**config.mk**
```make
export PLATFORM = sky130hd
export DESIGN_NAME = qsve_ctrl
export DESIGN_NICKNAME = d
export VERILOG_FILES = /design/src/qsve_pkg.sv /design/src/qsve_ctrl.sv
export VERILOG_INCLUDE_DIRS = /design/src /design/src/src
export SDC_FILE = /design/constraint.sdc
export NUM_CORES = 1
export LEC_CHECK = 0
export BUFFER_PORTS_ARGS = -buffer_cell sky130_fd_sc_hd__buf_2
export CAP_MARGIN = 10
export CORE_MARGIN = 8
export CORE_UTILIZATION = 58
export DETAILED_ROUTE_END_ITERATION = 10
export PLACE_DENSITY = 0.78
export RECOVER_POWER = 100
export SYNTH_ARGS = -nofsm -noshare
export SYNTH_HDL_FRONTEND = slang
export SYNTH_SLANG_ARGS = --single-unit
```
**constraint.sdc**
```tcl
create_clock -name clk_i -period 3.7 [get_ports clk_i]
set_input_delay 0.74 -clock clk_i [delete_from_list [all_inputs] [get_ports clk_i]]
set_output_delay 0.74 -clock clk_i [all_outputs]
set_load 0.01 [all_outputs]
```
**src/qubit_state_vector_engine_core_assert.svh**
```systemverilog
// ----------------------------------------------------------------------------
// State vector engine assertion macros
// Clocked on clk_i, disabled while rst_ni is low.
// ----------------------------------------------------------------------------
`ifndef QUBIT_STATE_VECTOR_ENGINE_CORE_ASSERT_SVH
`define QUBIT_STATE_VECTOR_ENGINE_CORE_ASSERT_SVH
`ifndef NO_ASSERTIONS
`define QSVE_ASSERT(label, prop, msg) \
  label: assert property (@(posedge clk_i) disable iff (!rst_ni) prop) else $error(msg);
`define QSVE_ASSERT_NEVER(label, cond, msg) \
  label: assert property (@(posedge clk_i) disable iff (!rst_ni) !(cond)) else $error(msg);
`else
`define QSVE_ASSERT(label, prop, msg)
`define QSVE_ASSERT_NEVER(label, cond, msg)
`endif
`endif

```
**src/qsve_pkg.sv**
```systemverilog
// ----------------------------------------------------------------------------
// qsve_pkg
// Shared constants, datapath commands and payload types of the engine.
// ----------------------------------------------------------------------------
`default_nettype none

package qsve_pkg;

  localparam int MAX_QUBITS = 10;
  localparam int AMP_W      = 16;
  localparam int FRAC       = AMP_W - 2;
  localparam int DEPTH      = 1 << MAX_QUBITS;
  localparam int IDX_W      = MAX_QUBITS;
  localparam int QCFG_W     = 4;
  localparam int QSEL_W     = 4;
  localparam int REQ_W      = 2;
  localparam int RND_W      = 16;
  localparam int SUM_W      = 2 * AMP_W + MAX_QUBITS;
  localparam int ROOT_W     = SUM_W / 2;
  localparam int ACC_W      = 2 * AMP_W + 2;
  localparam int DIV_W      = ROOT_W + AMP_W + 1;
  localparam int HIT_SH     = 2 * FRAC - RND_W;
  localparam int STEP_W     = $clog2(ROOT_W > AMP_W ? ROOT_W : AMP_W);

  typedef enum logic [REQ_W-1:0] {
    REQ_GATE    = 2'd0,
    REQ_CGATE   = 2'd1,
    REQ_MEASURE = 2'd2
  } req_e;

  typedef enum logic [3:0] {
    DP_NOP,
    DP_LATCH,
    DP_CLR_WR,
    DP_MAC,
    DP_RND,
    DP_WORK_WR,
    DP_SQ_INIT,
    DP_SQ_STEP,
    DP_DIV_LOAD,
    DP_DIV_STEP,
    DP_AMP_WR,
    DP_MEAS_ACC,
    DP_MEAS_HIT
  } dp_op_e;

  typedef logic signed [AMP_W-1:0] amp_t;

  typedef struct packed {
    amp_t re;
    amp_t im;
  } cplx_t;

  typedef struct packed {
    cplx_t m00;
    cplx_t m01;
    cplx_t m10;
    cplx_t m11;
  } mat_t;

  typedef struct packed {
    dp_op_e             op;
    logic [IDX_W-1:0]   addr;
    logic [IDX_W-1:0]   partner;
    logic               row;
    logic               use_new;
    logic [STEP_W-1:0]  step;
  } cmd_t;

  typedef struct packed {
    logic sum_zero;
    logic hit;
  } stat_t;

endpackage

`default_nettype wire

```
**src/qsve_ctrl.sv**
```systemverilog
// ----------------------------------------------------------------------------
// qsve_ctrl
// Request decode, pass sequencing over the store, configuration register
// and result register.
// ----------------------------------------------------------------------------
`default_nettype none
`include "qubit_state_vector_engine_core_assert.svh"

module qsve_ctrl (
  input  logic                         clk_i,
  input  logic                         rst_ni,
  input  logic                         in_valid_i,
  output logic                         in_ready_o,
  input  logic [qsve_pkg::REQ_W-1:0]   req_type_i,
  input  logic [qsve_pkg::QSEL_W-1:0]  target_qubit_i,
  input  logic [qsve_pkg::QSEL_W-1:0]  control_qubit_i,
  input  logic                         cfg_valid_i,
  output logic                         cfg_ready_o,
  input  logic [qsve_pkg::QCFG_W-1:0]  cfg_qubits_in_use_i,
  output logic                         out_valid_o,
  input  logic                         out_ready_i,
  output logic                         status_o,
  output logic [qsve_pkg::IDX_W-1:0]   measured_index_o,
  output qsve_pkg::cmd_t               cmd_o,
  input  qsve_pkg::stat_t              stat_i
);
  import qsve_pkg::*;

  localparam logic [STEP_W-1:0] MAC_LAST = STEP_W'(3);

  typedef enum logic [3:0] {
    S_CLEAR, S_IDLE, S_G_RD, S_G_MAC, S_G_RND, S_G_WR, S_SQ_INIT, S_SQ_STEP,
    S_C_RD, S_C_LOAD, S_C_DIV, S_C_WR, S_M_RD, S_M_ACC, S_M_CHK, S_DONE
  } state_e;

  state_e             state_q;
  logic [IDX_W-1:0]   idx_q;
  logic [STEP_W-1:0]  step_q;
  logic [IDX_W-1:0]   tmask_q, cmask_q;
  logic [QCFG_W-1:0]  qcfg_q;
  logic               from_meas_q;
  logic               res_status_q;
  logic [IDX_W-1:0]   res_idx_q;
  logic               out_valid_q;
  logic               status_q;
  logic [IDX_W-1:0]   meas_idx_q;

  logic [QCFG_W-1:0]  qeff;
  logic [IDX_W-1:0]   last_idx;
  logic               sel;
  logic               bad_gate;

  always_comb begin
    if (qcfg_q == '0) begin
      qeff = QCFG_W'(1);
    end else if (qcfg_q > QCFG_W'(MAX_QUBITS)) begin
      qeff = QCFG_W'(MAX_QUBITS);
    end else begin
      qeff = qcfg_q;
    end
    last_idx = ~({IDX_W{1'b1}} << qeff);
    sel      = ((idx_q & cmask_q) == cmask_q);
    bad_gate = (target_qubit_i >= qeff) ||
               ((req_type_i == REQ_CGATE) &&
                ((control_qubit_i >= qeff) || (control_qubit_i == target_qubit_i)));
  end

  assign in_ready_o       = (state_q == S_IDLE);
  assign cfg_ready_o      = 1'b1;
  assign out_valid_o      = out_valid_q;
  assign status_o         = status_q;
  assign measured_index_o = meas_idx_q;

  always_comb begin
    cmd_o.addr    = idx_q;
    cmd_o.partner = idx_q ^ tmask_q;
    cmd_o.row     = |(idx_q & tmask_q);
    cmd_o.use_new = sel;
    cmd_o.step    = step_q;
    case (state_q)
      S_IDLE:    cmd_o.op = in_valid_i ? DP_LATCH : DP_NOP;
      S_CLEAR:   cmd_o.op = DP_CLR_WR;
      S_G_MAC:   cmd_o.op = DP_MAC;
      S_G_RND:   cmd_o.op = DP_RND;
      S_G_WR:    cmd_o.op = DP_WORK_WR;
      S_SQ_INIT: cmd_o.op = DP_SQ_INIT;
      S_SQ_STEP: cmd_o.op = DP_SQ_STEP;
      S_C_LOAD:  cmd_o.op = DP_DIV_LOAD;
      S_C_DIV:   cmd_o.op = DP_DIV_STEP;
      S_C_WR:    cmd_o.op = DP_AMP_WR;
      S_M_ACC:   cmd_o.op = DP_MEAS_ACC;
      S_M_CHK:   cmd_o.op = stat_i.hit ? DP_MEAS_HIT : DP_NOP;
      default:   cmd_o.op = DP_NOP;
    endcase
  end

  always_ff @(posedge clk_i or negedge rst_ni) begin
    if (!rst_ni) begin
      state_q      <= S_CLEAR;
      idx_q        <= '0;
      step_q       <= '0;
      tmask_q      <= '0;
      cmask_q      <= '0;
      qcfg_q       <= QCFG_W'(MAX_QUBITS);
      from_meas_q  <= 1'b0;
      res_status_q <= 1'b0;
      res_idx_q    <= '0;
      out_valid_q  <= 1'b0;
      status_q     <= 1'b0;
      meas_idx_q   <= '0;
    end else begin
      if (cfg_valid_i) begin
        qcfg_q <= cfg_qubits_in_use_i;
      end
      if (out_valid_q && out_ready_i && (state_q != S_DONE)) begin
        out_valid_q <= 1'b0;
      end
      case (state_q)
        S_CLEAR: begin
          if (idx_q == '1) begin
            idx_q       <= '0;
            from_meas_q <= 1'b0;
            state_q     <= from_meas_q ? S_DONE : S_IDLE;
          end else begin
            idx_q <= idx_q + 1'b1;
          end
        end
        S_IDLE: begin
          if (in_valid_i) begin
            res_status_q <= ((req_type_i == REQ_GATE) || (req_type_i == REQ_CGATE)) &&
                            bad_gate;
            res_idx_q    <= '0;
            idx_q        <= '0;
            case (req_type_i)
              REQ_GATE, REQ_CGATE: begin
                if (bad_gate) begin
                  state_q      <= S_DONE;
                end else begin
                  tmask_q <= IDX_W'(1) << target_qubit_i;
                  cmask_q <= (req_type_i == REQ_CGATE) ? IDX_W'(1) << control_qubit_i : '0;
                  state_q <= S_G_RD;
                end
              end
              REQ_MEASURE: state_q <= S_M_RD;
              default:     state_q <= S_DONE;
            endcase
          end
        end
        S_G_RD: begin
          step_q  <= '0;
          state_q <= sel ? S_G_MAC : S_G_RND;
        end
        S_G_MAC: begin
          if (step_q == MAC_LAST) begin
            state_q <= S_G_RND;
          end else begin
            step_q <= step_q + 1'b1;
          end
        end
        S_G_RND: state_q <= S_G_WR;
        S_G_WR: begin
          if (idx_q == last_idx) begin
            state_q <= S_SQ_INIT;
          end else begin
            idx_q   <= idx_q + 1'b1;
            state_q <= S_G_RD;
          end
        end
        S_SQ_INIT: begin
          step_q  <= STEP_W'(ROOT_W - 1);
          state_q <= S_SQ_STEP;
        end
        S_SQ_STEP: begin
          if (step_q == '0) begin
            idx_q   <= '0;
            state_q <= S_C_RD;
          end else begin
            step_q <= step_q - 1'b1;
          end
        end
        S_C_RD: state_q <= stat_i.sum_zero ? S_C_WR : S_C_LOAD;
        S_C_LOAD: begin
          step_q  <= STEP_W'(AMP_W - 1);
          state_q <= S_C_DIV;
        end
        S_C_DIV: begin
          if (step_q == '0) begin
            state_q <= S_C_WR;
          end else begin
            step_q <= step_q - 1'b1;
          end
        end
        S_C_WR: begin
          if (idx_q == last_idx) begin
            state_q <= S_DONE;
          end else begin
            idx_q   <= idx_q + 1'b1;
            state_q <= S_C_RD;
          end
        end
        S_M_RD:  state_q <= S_M_ACC;
        S_M_ACC: state_q <= S_M_CHK;
        S_M_CHK: begin
          if (stat_i.hit) begin
            res_idx_q   <= idx_q;
            idx_q       <= '0;
            from_meas_q <= 1'b1;
            state_q     <= S_CLEAR;
          end else if (idx_q == last_idx) begin
            state_q <= S_DONE;
          end else begin
            idx_q   <= idx_q + 1'b1;
            state_q <= S_M_RD;
          end
        end
        S_DONE: begin
          if (!out_valid_q || out_ready_i) begin
            out_valid_q <= 1'b1;
            status_q    <= res_status_q;
            meas_idx_q  <= res_idx_q;
            state_q     <= S_IDLE;
          end
        end
        default: state_q <= S_IDLE;
      endcase
    end
  end

  `QSVE_ASSERT(a_clear_blocks_input, (state_q == S_CLEAR) |-> !in_ready_o, "input taken during clear")
  `QSVE_ASSERT(a_error_zero_index, (out_valid_q && status_q) |-> (meas_idx_q == '0), "error with index")
  `QSVE_ASSERT(a_hit_starts_clear, (state_q == S_M_CHK && stat_i.hit) |=> (state_q == S_CLEAR && idx_q == '0), "hit did not collapse")
  `QSVE_ASSERT_NEVER(a_idx_in_range, (state_q == S_G_WR || state_q == S_C_WR || state_q == S_M_CHK) && ((idx_q & ~last_idx) != '0), "index beyond active range")

endmodule

`default_nettype wire
```
==> results by group, run 1 <==
Run status
  • Failing checks: capacitance limit, slew limit
  • Status: finished, violations left

STA
  • Skew final: between 0.01 and 0.015 ns
  • Setup WS post-layout: around 0.46 ns
  • Slew HR: -23.1%
  • Final hold slack: 0.469 ns
  • Final Slew Violations: 36
  • Post-route minimum period: between 3 and 4 ns
  • RSZ-0062 raised after global routing: false
  • Setup tns final: 0 ns
  • # setup viols final: 0
  • Tcrit/Tclk final: between 80 and 90%
  • Hold Fails Final Rpt: 0
  • Worst slew pin tran: approximately 1.8 ns
  • FMAX: ~310 MHz

Floorplanning
  • CORE AREA: around 7500 µm²
  • Starting Density: between 50% and 60%
  • FP Rows: 32
  • DIE HEIGHT: between 100 and 150 µm
  • Io pins: 66
  • DIE AREA: around 11000 µm²
  • Die X: around 100 µm

Finish
  • Share of cells above drive strength 1: 12.3%
  • Area of the multi-input gates: 2460 µm²
  • Nets: ~590
  • Final design utilization: between 60% and 70%
  • Register Area: between 1500 and 2000 µm²
  • Ant diodes: 0
  • Area grow syn2layout: 10.7%
  • FILL cells: 671
  • Final std cell area, no fill: slightly below 5000 µm²

Setup path
  • Crit path buf inv count: 3
  • R2R Path Start: state_q[0]
  • Cell Chain, Critical Path: clkbuf_1 -> inv_1 -> nor2_1 -> a21oi_1 -> nor2b_1 -> buf_2
  • Critical path's slowest cell: clkbuf_1
  • R2R cell count: 7
  • Worst EP required: ~3 ns
  • Reg2reg setup slack: between 0.5 and 0.6 ns
  • CP startpoint: state_q[0]
  • Worst-path fanout max: 25
  • Worst path depth: 6
  • Crit. End Element: output pin
  • RR Endpoint: idx_q[3]
  • CP endpoint: cmd_o[30]
  • Top delay family on crit path: buffers and inverters
  • CP Launch Type: flip-flop
  • Critical path class: flip-flop to output pin
  • Crit path arrival time: roughly 2.5 ns
  • Max incr delay on CP: roughly 0.74 ns

CTS
  • CTS Buffer Depth: 2
  • CTS resizes: 0
  • CTS buffer count: 9
  • Hold_buf cts: 0
  • CTS H-tree depth: 3
  • TritonCTS clock tree: yes
  • Clk pin slew, worst setup/hold paths: about 0.080 ns
  • Root Driver: clkbuf_8
  • Worst-skew pair later-pin latency: 0.35 ns
  • # clock sinks: 67
  • Post-CTS Repair Setup Buffers: 0

Global routing
  • Pin count of the biggest net entering global routing: 41
  • Global-route wire length before repair: approximately 19000 µm
  • Initial antenna violation count: 0
  • Vias in the first global route: 3884
  • GRT Residual Overflow: 0
  • Tot GR Track Use: a little under a quarter

Drt
  • Vias: 4041
  • Post-route antenna net violation count: 0
  • Vias/cell: between 6 and 7
  • 1st-pass router iterations: 5
  • Drt wl/cell: 17.6 µm
  • Detailed-route DRC error count: 0
  • DRT iter0 DRCs: roughly 210
  • Total wire length: ~12000 µm

Place
  • Port bufs: 64
  • Area of placed instances: approximately 4800 µm²
  • DP HPWL: approximately 8500 µm
  • Gp weighted congestion: approximately 0.94
  • Pre-CTS WS: 0.642 ns

Power
  • Pwr Density: 685 nW/µm²
  • Worst vdd ir: 0.318 mV
  • Switch share: 46.0%
  • Pleak: 2.25 nW
  • Internal power: roughly 1.8 mW
  • Sw Pwr: between 1.5 and 2 mW
  • Flop pwr share: between 30% and 40%
  • Combinational power share: approximately 49%
  • Clk pwr share: 19.5%

Synthesis
  • Post-synth EDFFs: 0
  • Post-Syn Instances: ~500
  • Mapped cell area: 4410 µm²
  • Count leader, synth: nand2_1
  • Synthesis Warnings: 0
  • Synth Flop Type: dfrtp_1
  • Register area share after synthesis: roughly two fifths
  • Yosys top cell by area: dfrtp_1
  • Post-Syn Area per Cell: roughly 8.9 µm²
  • Number of synthesized register bits: 67
  • Synth top area cells: dfrtp_1, ha_1, nand2_1, mux2_2, a21oi_1
  • Post-synth ARST share: 100%
  • Mapped Nets: about 540
  • Most frequent cells after synthesis: nand2_1, dfrtp_1, nor2_1
  • Post-synth top area share: 36.9%
  • Synth unique cells: 77

Flow run
  • Max-Cap Viols: 1

Min path
  • Min-Delay Path Class: flip-flop to flip-flop
==> flip-flops by register name, summed over array words and instances, names as in the netlist <==
name and count:
res_status_q 1, measured_index_o 10, qcfg_q 4, from_meas_q 1, tmask_q 10, out_valid_o 1, idx_q 10, cmask_q 10
state_q 4, res_idx_q 10, step_q 5, status_o 1
==> worst reg2reg max path, cell delays in order (launching register included) <==
cell	delay, ns
dfrtp_1	0.42
clkbuf_1	0.75
inv_1	0.29
o32ai_1	0.59
a41o_1	0.32
nor2b_1	0.37
nand2_1	0.14
o2111a_1	0.17
==> placed cells by master (no fill, tap or decap), types with 5 or more instances in the layout <==
master / Yosys / routed
nand2_1: 68 / 68
dfrtp_1: 65 / 65
clkbuf_1: 5 / 48
nor2_1: 29 / 29
inv_1: 25 / 25
o21ai_0: 25 / 25
a21oi_1: 25 / 25
ha_1: 22 / 22
nand3_1: 20 / 20
buf_2: 15 / 20
nand2b_1: 18 / 18
mux2_2: 14 / 14
o31ai_1: 11 / 11
o22ai_1: 10 / 10
nor3_1: 9 / 9
o41ai_1: 9 / 9
clkbuf_8: 0 / 9
nor2b_1: 7 / 7
nand4_1: 7 / 7
and3_1: 7 / 7
or2_2: 5 / 5
nor4_1: 5 / 5
xor2_1: 5 / 5
==> how the worst min path moves through the flow <==
stage	from	to	cells past startpoint
2_1_floorplan	res_idx_q[0]	res_idx_q[0]	2
3_3_place_gp	res_idx_q[8]	res_idx_q[8]	2
3_5_place_dp	res_idx_q[1]	res_idx_q[1]	2
4_1_cts	rst_ni	step_q[4]	1
5_1_grt	cmask_q[8]	cmask_q[8]	2
6_report	res_idx_q[1]	res_idx_q[1]	2
==> cell families (layout without fill, tap and decap cells) <==
group	Yosys count	count (layout)	share of synthesized area, %
and+or+nand+nor	196	196	22.8
AOI/OAI and AO/OA	131	131	20.8
DFF	67	67	38.1
buffers and inverters	55	113	5.76
adders and majority gates	23	23	6.69
muxes	16	16	4.03
xor gates and xnor gates	8	8	1.76
other	1	1	0.0850
==> power groups by stage <==
stage | registers (mW) | logic (mW) | clock network (mW)
after floorplan | 0.989 | 1.27 | 0
after detailed placement | 1.06 | 1.66 | 0
after global routing | 1.08 | 1.82 | 0.687
after global placement | 1.06 | 1.62 | 0
after CTS | 1.05 | 1.66 | 0.661
final | 1.05 | 1.64 | 0.652
==> routing by layer <==
metal  vias to the layer above  GRT usage (%)  share of wire, %
li1                       1923              -                 -
met1                      1922           28.2                42
met2                       167           37.3                49
met3                        29           4.42               6.6
met4                         0           11.1               2.3
met5                         -              0                 0
==> per-stage QoR <==
step / cells / power (mW)
5_1_grt: 657 / 3.59
6_report: 657 / 3.35
4_1_cts: 657 / 3.37
3_5_place_dp: 641 / 2.72
2_1_floorplan: 497 / 2.26
3_3_place_gp: 641 / 2.67
==> area by class of cell <==
| cell class | count | share of cell area (%) |
|---|---|---|
| inverters | 25 | 1.92 |
| multi-input cells | 375 | 50.5 |
| well taps | 102 | 2.61 |
| clock inverters | 7 | 1.72 |
| clock buffers | 9 | 2.54 |
| repair buffers | 72 | 6.35 |
| flip-flops and latches | 67 | 34.4 |
Note: power is estimated with default switching activity, not from simulation.
==> run 2: changes to the inputs <==
CORE_ASPECT_RATIO = 1.75   (was unset)
==> run 2 against run 1 <==
Against the previous run: critical path type unchanged; clock power grew 22%; critical endpoint is now in_ready_o; setup slack improved by 0.10 ns; largest cell class unchanged; sequential share of layout area decreased by 0.55 points; via count increased by 2.1%; sequential power about the same; clock skew shrank 0.0052 ns; flip-flop and latch count stayed put; the flow still finishes with violations (capacitance limit, slew limit).
==> results by group, run 2 (synthesis gave the netlist of run 1 again) <==
Floorplanning
  • Die X: approximately 80 µm
  • Io pins: 66
  • FP Rows: 42
  • DIE HEIGHT: ~130 µm
  • DIE AREA: 10800 µm²
  • CORE AREA: around 7500 µm²
  • Starting Density: between 50% and 60%

Global routing
  • Pin count of the biggest net entering global routing: 68
  • Initial antenna violation count: 0
  • Global-route wire length before repair: 20300 µm
  • Tot GR Track Use: about a quarter
  • Vias in the first global route: ~4200
  • GRT Residual Overflow: 0

Drt
  • Post-route antenna net violation count: 0
  • Detailed-route DRC error count: 0
  • Vias: a little over 4000
  • DRT iter0 DRCs: about 260
  • 1st-pass router iterations: 5
  • Drt wl/cell: around 20 µm
  • Vias/cell: about 6.3
  • Total wire length: ~13000 µm

Place
  • Area of placed instances: 4790 µm²
  • Port bufs: 64
  • DP HPWL: between 9000 and 10000 µm
  • Dpl cells: 634
  • Gp weighted congestion: between 0.9 and 1

Setup path
  • Worst-path fanout max: 14
  • Worst EP required: between 2 and 3 ns
  • Cell Chain, Critical Path: clkbuf_1 -> nor4b_1 -> clkbuf_1
  • Crit path arrival time: between 2 and 2.5 ns
  • Critical path class: flip-flop to output pin
  • Top delay family on crit path: simple AND/OR/NAND/NOR gates
  • CP most frequent cell: clkbuf_1
  • Crit. End Element: output pin
  • Crit path buf inv count: 2
  • CP Launch Type: flip-flop
  • Critical path's slowest cell: nor4b_1
  • Max incr delay on CP: between 1 and 1.5 ns

STA
  • Post-route minimum period: approximately 3.1 ns
  • Final Slew Violations: a little under 70
  • # setup viols final: 0
  • Hold Fails Final Rpt: 0
  • RSZ-0062 raised after global routing: false
  • Setup tns final: 0 ns
  • Slew HR: -10.7%
  • Tcrit/Tclk final: a little over four fifths
  • FMAX: 319 MHz
  • Worst slew pin tran: 1.66 ns
  • Skew final: approximately 0.0071 ns

CTS
  • CTS H-tree depth: 3
  • CTS buffer count: 9
  • CTS resizes: 0
  • Hold_buf cts: 0
  • Root Driver: clkbuf_16
  • Clk pin slew, worst setup/hold paths: 0.05 ns
  • Worst-skew pair later-pin latency: approximately 0.34 ns
  • TritonCTS clock tree: yes
  • Post-CTS Repair Setup Buffers: 0
  • # clock sinks: 67
  • CTS Buffer Depth: 2

Power
  • Worst vdd ir: ~0.39 mV
  • Pwr Density: 707 nW/µm²
  • Pleak: ~2.3 nW

Finish
  • Final std cell area, no fill: between 4000 and 5000 µm²
  • Share of cells above drive strength 1: 13.7%
  • Nets: ~600
  • Most common cell after layout, fill and taps aside: nand2_1
  • Filler-free cell count of the finished design: between 600 and 700
  • Commonest cells after routing, fill and taps aside: nand2_1, dfrtp_1, clkbuf_1
  • Area grow syn2layout: 12.5%
  • Ant diodes: 0

Run status
  • Failing checks: capacitance limit, slew limit
  • Status: finished, violations left

Min path
  • Min-Delay Path Class: flip-flop to flip-flop

Flow run
  • Max-Cap Viols: 1
==> run 2: cell types whose count changed in the layout (fill, tap and decap cells not counted), sizes merged <==
| cell | delta |
|---|---|
| inv | -3 |
| bufinv | -1 |
| clkinv | +3 |
| buf | +8 |
==> run 2: cell type report <==
cell class,instances,area [µm²]
Inverter,25,93.8
Multi-Input combinational cell,375,2450
Clock buffer,10,239
Tap cell,88,110
Sequential cell,67,1680
Timing Repair Buffer,79,348
Fill cell,679,2500
Clock inverter,6,40.0
==> run 2: worst paths after layout <==
path | startpoint | end | slack, ns | cells after the start
worst max register to register | state_q[3] | tmask_q[2] | 0.58 | 7
worst min-delay path | res_idx_q[1] | res_idx_q[1] | 0.47 | 2
worst min register to register | res_idx_q[1] | res_idx_q[1] | 0.47 | 2
worst max-delay path | state_q[3] | in_ready_o | 0.57 | 3
max in group asynchronous | rst_ni | measured_index_o[6] | 1.79 | 2
min in group asynchronous | rst_ni | step_q[2] | 0.90 | 2
==> run 2: per-stage QoR <==
step | power, mW | hold WS, ns | setup slack (ns) | utilization (%)
floorplan | 2.26 | 0.433 | 1.06 | -
global placement | 2.71 | 0.447 | 0.890 | 64.2
detailed placement | 2.74 | 0.454 | 0.809 | 64.2
CTS | 3.55 | 0.467 | 0.783 | 68.0
global route | 3.73 | 0.485 | 0.234 | 66.5
finish | 3.51 | 0.466 | 0.567 | 66.5
==> run 2: metal layers <==
| layer | track usage (%) | vias up | wire length [µm] |
|---|---|---|---|
| met5 | 0 | - | 0 |
| met4 | 18.8 | 0 | 802 |
| met3 | 4.92 | 54 | 758 |
| met2 | 40.9 | 168 | 6530 |
| met1 | 24.3 | 1969 | 4540 |
| li1 | - | 1934 | - |
==> run 2: power breakdown <==
part,switching (mW),internal [mW]
logic,1.04,0.627
registers,0.188,0.859
clock network,0.325,0.471
==> run 2: worst register-to-register path, stage by stage, from the launching register on <==
cell	delay, ns
dfrtp_1	0.53
clkbuf_1	0.30
nor4b_1	1.01
nand2_1	0.29
inv_1	0.15
o211ai_1	0.09
buf_4	0.26
o41ai_1	0.37
==> run 3: changes to the inputs <==
clock period = 2.9 ns   (was 3.7 ns; I/O delays follow)
==> run 3 against run 2 <==
Against the previous run: the flow still finishes with violations (capacitance limit, slew limit); wire length grew 0.29%; flip-flop and latch count is the same; die area is the same; critical path type is now flip-flop to flip-flop; critical endpoint is now step_q[4]; largest power group unchanged.
==> results by group, run 3 (synthesis gave the netlist of run 1 again) <==
Run status
  • Status: finished, violations left
  • Failing checks: capacitance limit, slew limit

STA
  • # setup viols final: 0
  • Hold Fails Final Rpt: 0
  • Final Slew Violations: 35
  • Post-route minimum period: between 2 and 3 ns
  • Tcrit/Tclk final: a little over nine tenths
  • Setup tns final: 0 ns
  • Skew final: ~0.0081 ns
  • Worst slew pin tran: between 1.5 and 2 ns
  • FMAX: around 370 MHz
  • Slew HR: -6.80%
  • RSZ-0062 raised after global routing: false

Floorplanning
  • DIE HEIGHT: 131 µm
  • Starting Density: between 50% and 60%
  • DIE AREA: between 10000 and 15000 µm²
  • CORE AREA: about 7500 µm²
  • Die X: a little over 80 µm
  • Io pins: 66
  • FP Rows: 42

Setup path
  • CP Launch Type: flip-flop
  • Critical path class: flip-flop to flip-flop
  • Crit path arrival time: 2.92 ns
  • Worst-path fanout max: 27
  • Worst EP required: approximately 3.1 ns
  • Crit. End Element: flip-flop

Power
  • Internal power: 2.69 mW
  • Sw Pwr: 1.99 mW
  • Clk pwr share: between 20% and 30%
  • Switch share: a little over two fifths
  • Pwr Density: about 920 nW/µm²
  • Worst vdd ir: ~0.59 mV
  • Pleak: about 2.4 nW
  • Flop pwr share: between 20% and 30%
  • Combinational power share: slightly below 50%

CTS
  • CTS H-tree depth: 3
  • # clock sinks: 67
  • CTS Buffer Depth: 2
  • TritonCTS clock tree: yes
  • Worst-skew pair later-pin latency: between 0.3 and 0.4 ns
  • Root Driver: clkbuf_16
  • Clk pin slew, worst setup/hold paths: 0.06 ns
  • Post-CTS Repair Setup Buffers: 0
  • CTS buffer count: 9

Finish
  • Commonest cells after routing, fill and taps aside: nand2_1, dfrtp_1, clkbuf_1
  • Area grow syn2layout: 15.1%
  • Nets: 607
  • Ant diodes: 0
  • Share of cells above drive strength 1: between 10 and 15%
  • Most common cell after layout, fill and taps aside: nand2_1
  • Final design utilization: between 60% and 70%
  • FILL cells: between 600 and 700
  • Area of the multi-input gates: around 2500 µm²
  • Register Area: 1680 µm²

Drt
  • Vias: 4251
  • Detailed-route DRC error count: 0
  • Post-route antenna net violation count: 0
  • Total wire length: roughly 13000 µm
  • DRT iter0 DRCs: 296
  • Drt wl/cell: 19.3 µm
  • 1st-pass router iterations: 5
  • Vias/cell: about 6.5

Min path
  • Min-Delay Path Class: input pin to async pin

Global routing
  • Vias in the first global route: roughly 4300
  • Pin count of the biggest net entering global routing: 41
  • GRT Residual Overflow: 0
  • Tot GR Track Use: 24.3%
  • Global-route wire length before repair: a little over 20000 µm
  • Initial antenna violation count: 0

Place
  • Port bufs: 64
  • Gp weighted congestion: around 0.94
  • DP HPWL: slightly above 9000 µm

Flow run
  • Max-Cap Viols: 1
-- run 3: cell count changes in the layout (fill, tap and decap cells not counted), moves of 2 or more --
cell       before  now
bufinv_16       0    2
clkbuf_1       46   48
buf_2          28   25
buf_4           4    9
clkinv_2        3    1
-- run 3: final timing paths --
check	from	endpoint	slack, ns	depth (start not counted)
worst min-delay path	rst_ni	state_q[3]	0.26	1
worst min register to register	res_idx_q[7]	res_idx_q[7]	0.47	2
max in group asynchronous	rst_ni	measured_index_o[6]	0.58	2
worst max register to register	state_q[0]	step_q[4]	0.18	10
min in group clk_i	cfg_qubits_in_use_i[3]	qcfg_q[3]	0.46	3
worst max-delay path	state_q[0]	step_q[4]	0.18	10
-- run 3: power by group through the flow --
stage / sequential [mW] / clock [mW] / combinational, mW
floorplan: 1.26 / 0 / 1.62
global placement: 1.26 / 0 / 2.22
detailed placement: 1.27 / 0 / 2.28
CTS: 1.26 / 1.18 / 2.30
global route: 1.28 / 1.21 / 2.50
finish: 1.26 / 1.17 / 2.26
-- run 3: routing by layer --
metal / part of all wire, % / track usage (%) / up-vias
li1: - / - / 1944
met5: 0 / 0 / -
met2: 51 / 40.7 / 221
met1: 37 / 25.6 / 2026
met4: 5.4 / 16.8 / 0
met3: 6.5 / 5.33 / 60
-- run 3: repair_timing --
item | 4_1_cts | 5_1_grt
hold buffers | 0 | 0
setup endpoints to repair | 0 | 16
resized for setup | 0 | 3
-- run 3: metrics by stage --
| stage | hold slack (ns) | cells | area, µm² | worst slack [ns] | power, mW |
|---|---|---|---|---|---|
| floorplan | 0.284 | 497 | 4410 | 0.259 | 2.89 |
| global placement | 0.452 | 640 | 4860 | 0.271 | 3.48 |
| detailed placement | 0.460 | 640 | 4860 | 0.140 | 3.56 |
| CTS | 0.136 | 656 | 5180 | 0.116 | 4.74 |
| global route | 0.330 | 656 | 5080 | 0.0237 | 5.00 |
| finish | 0.257 | 656 | 5080 | 0.182 | 4.69 |
-- run 3: cell type report --
| cell class | instances | area share (%) |
|---|---|---|
| clock inverters | 6 | 1.77 |
| clock buffers | 10 | 4.51 |
| inverters | 25 | 1.85 |
| well taps | 88 | 2.17 |
| flip-flops and latches | 67 | 33.1 |
| multi-input cells | 375 | 48.5 |
| repair buffers | 85 | 8.15 |
-- run 3: worst max-delay path: stages (launching register included) --
cell and delay, ns:
dfrtp_1 0.35, buf_4 0.27, nand2_1 0.19, o21ai_0 0.38, ha_1 0.33, nor2b_1 0.16
o21a_1 0.17, or3_1 0.32, nand3_1 0.11, mux2i_1 0.20, a31oi_1 0.10
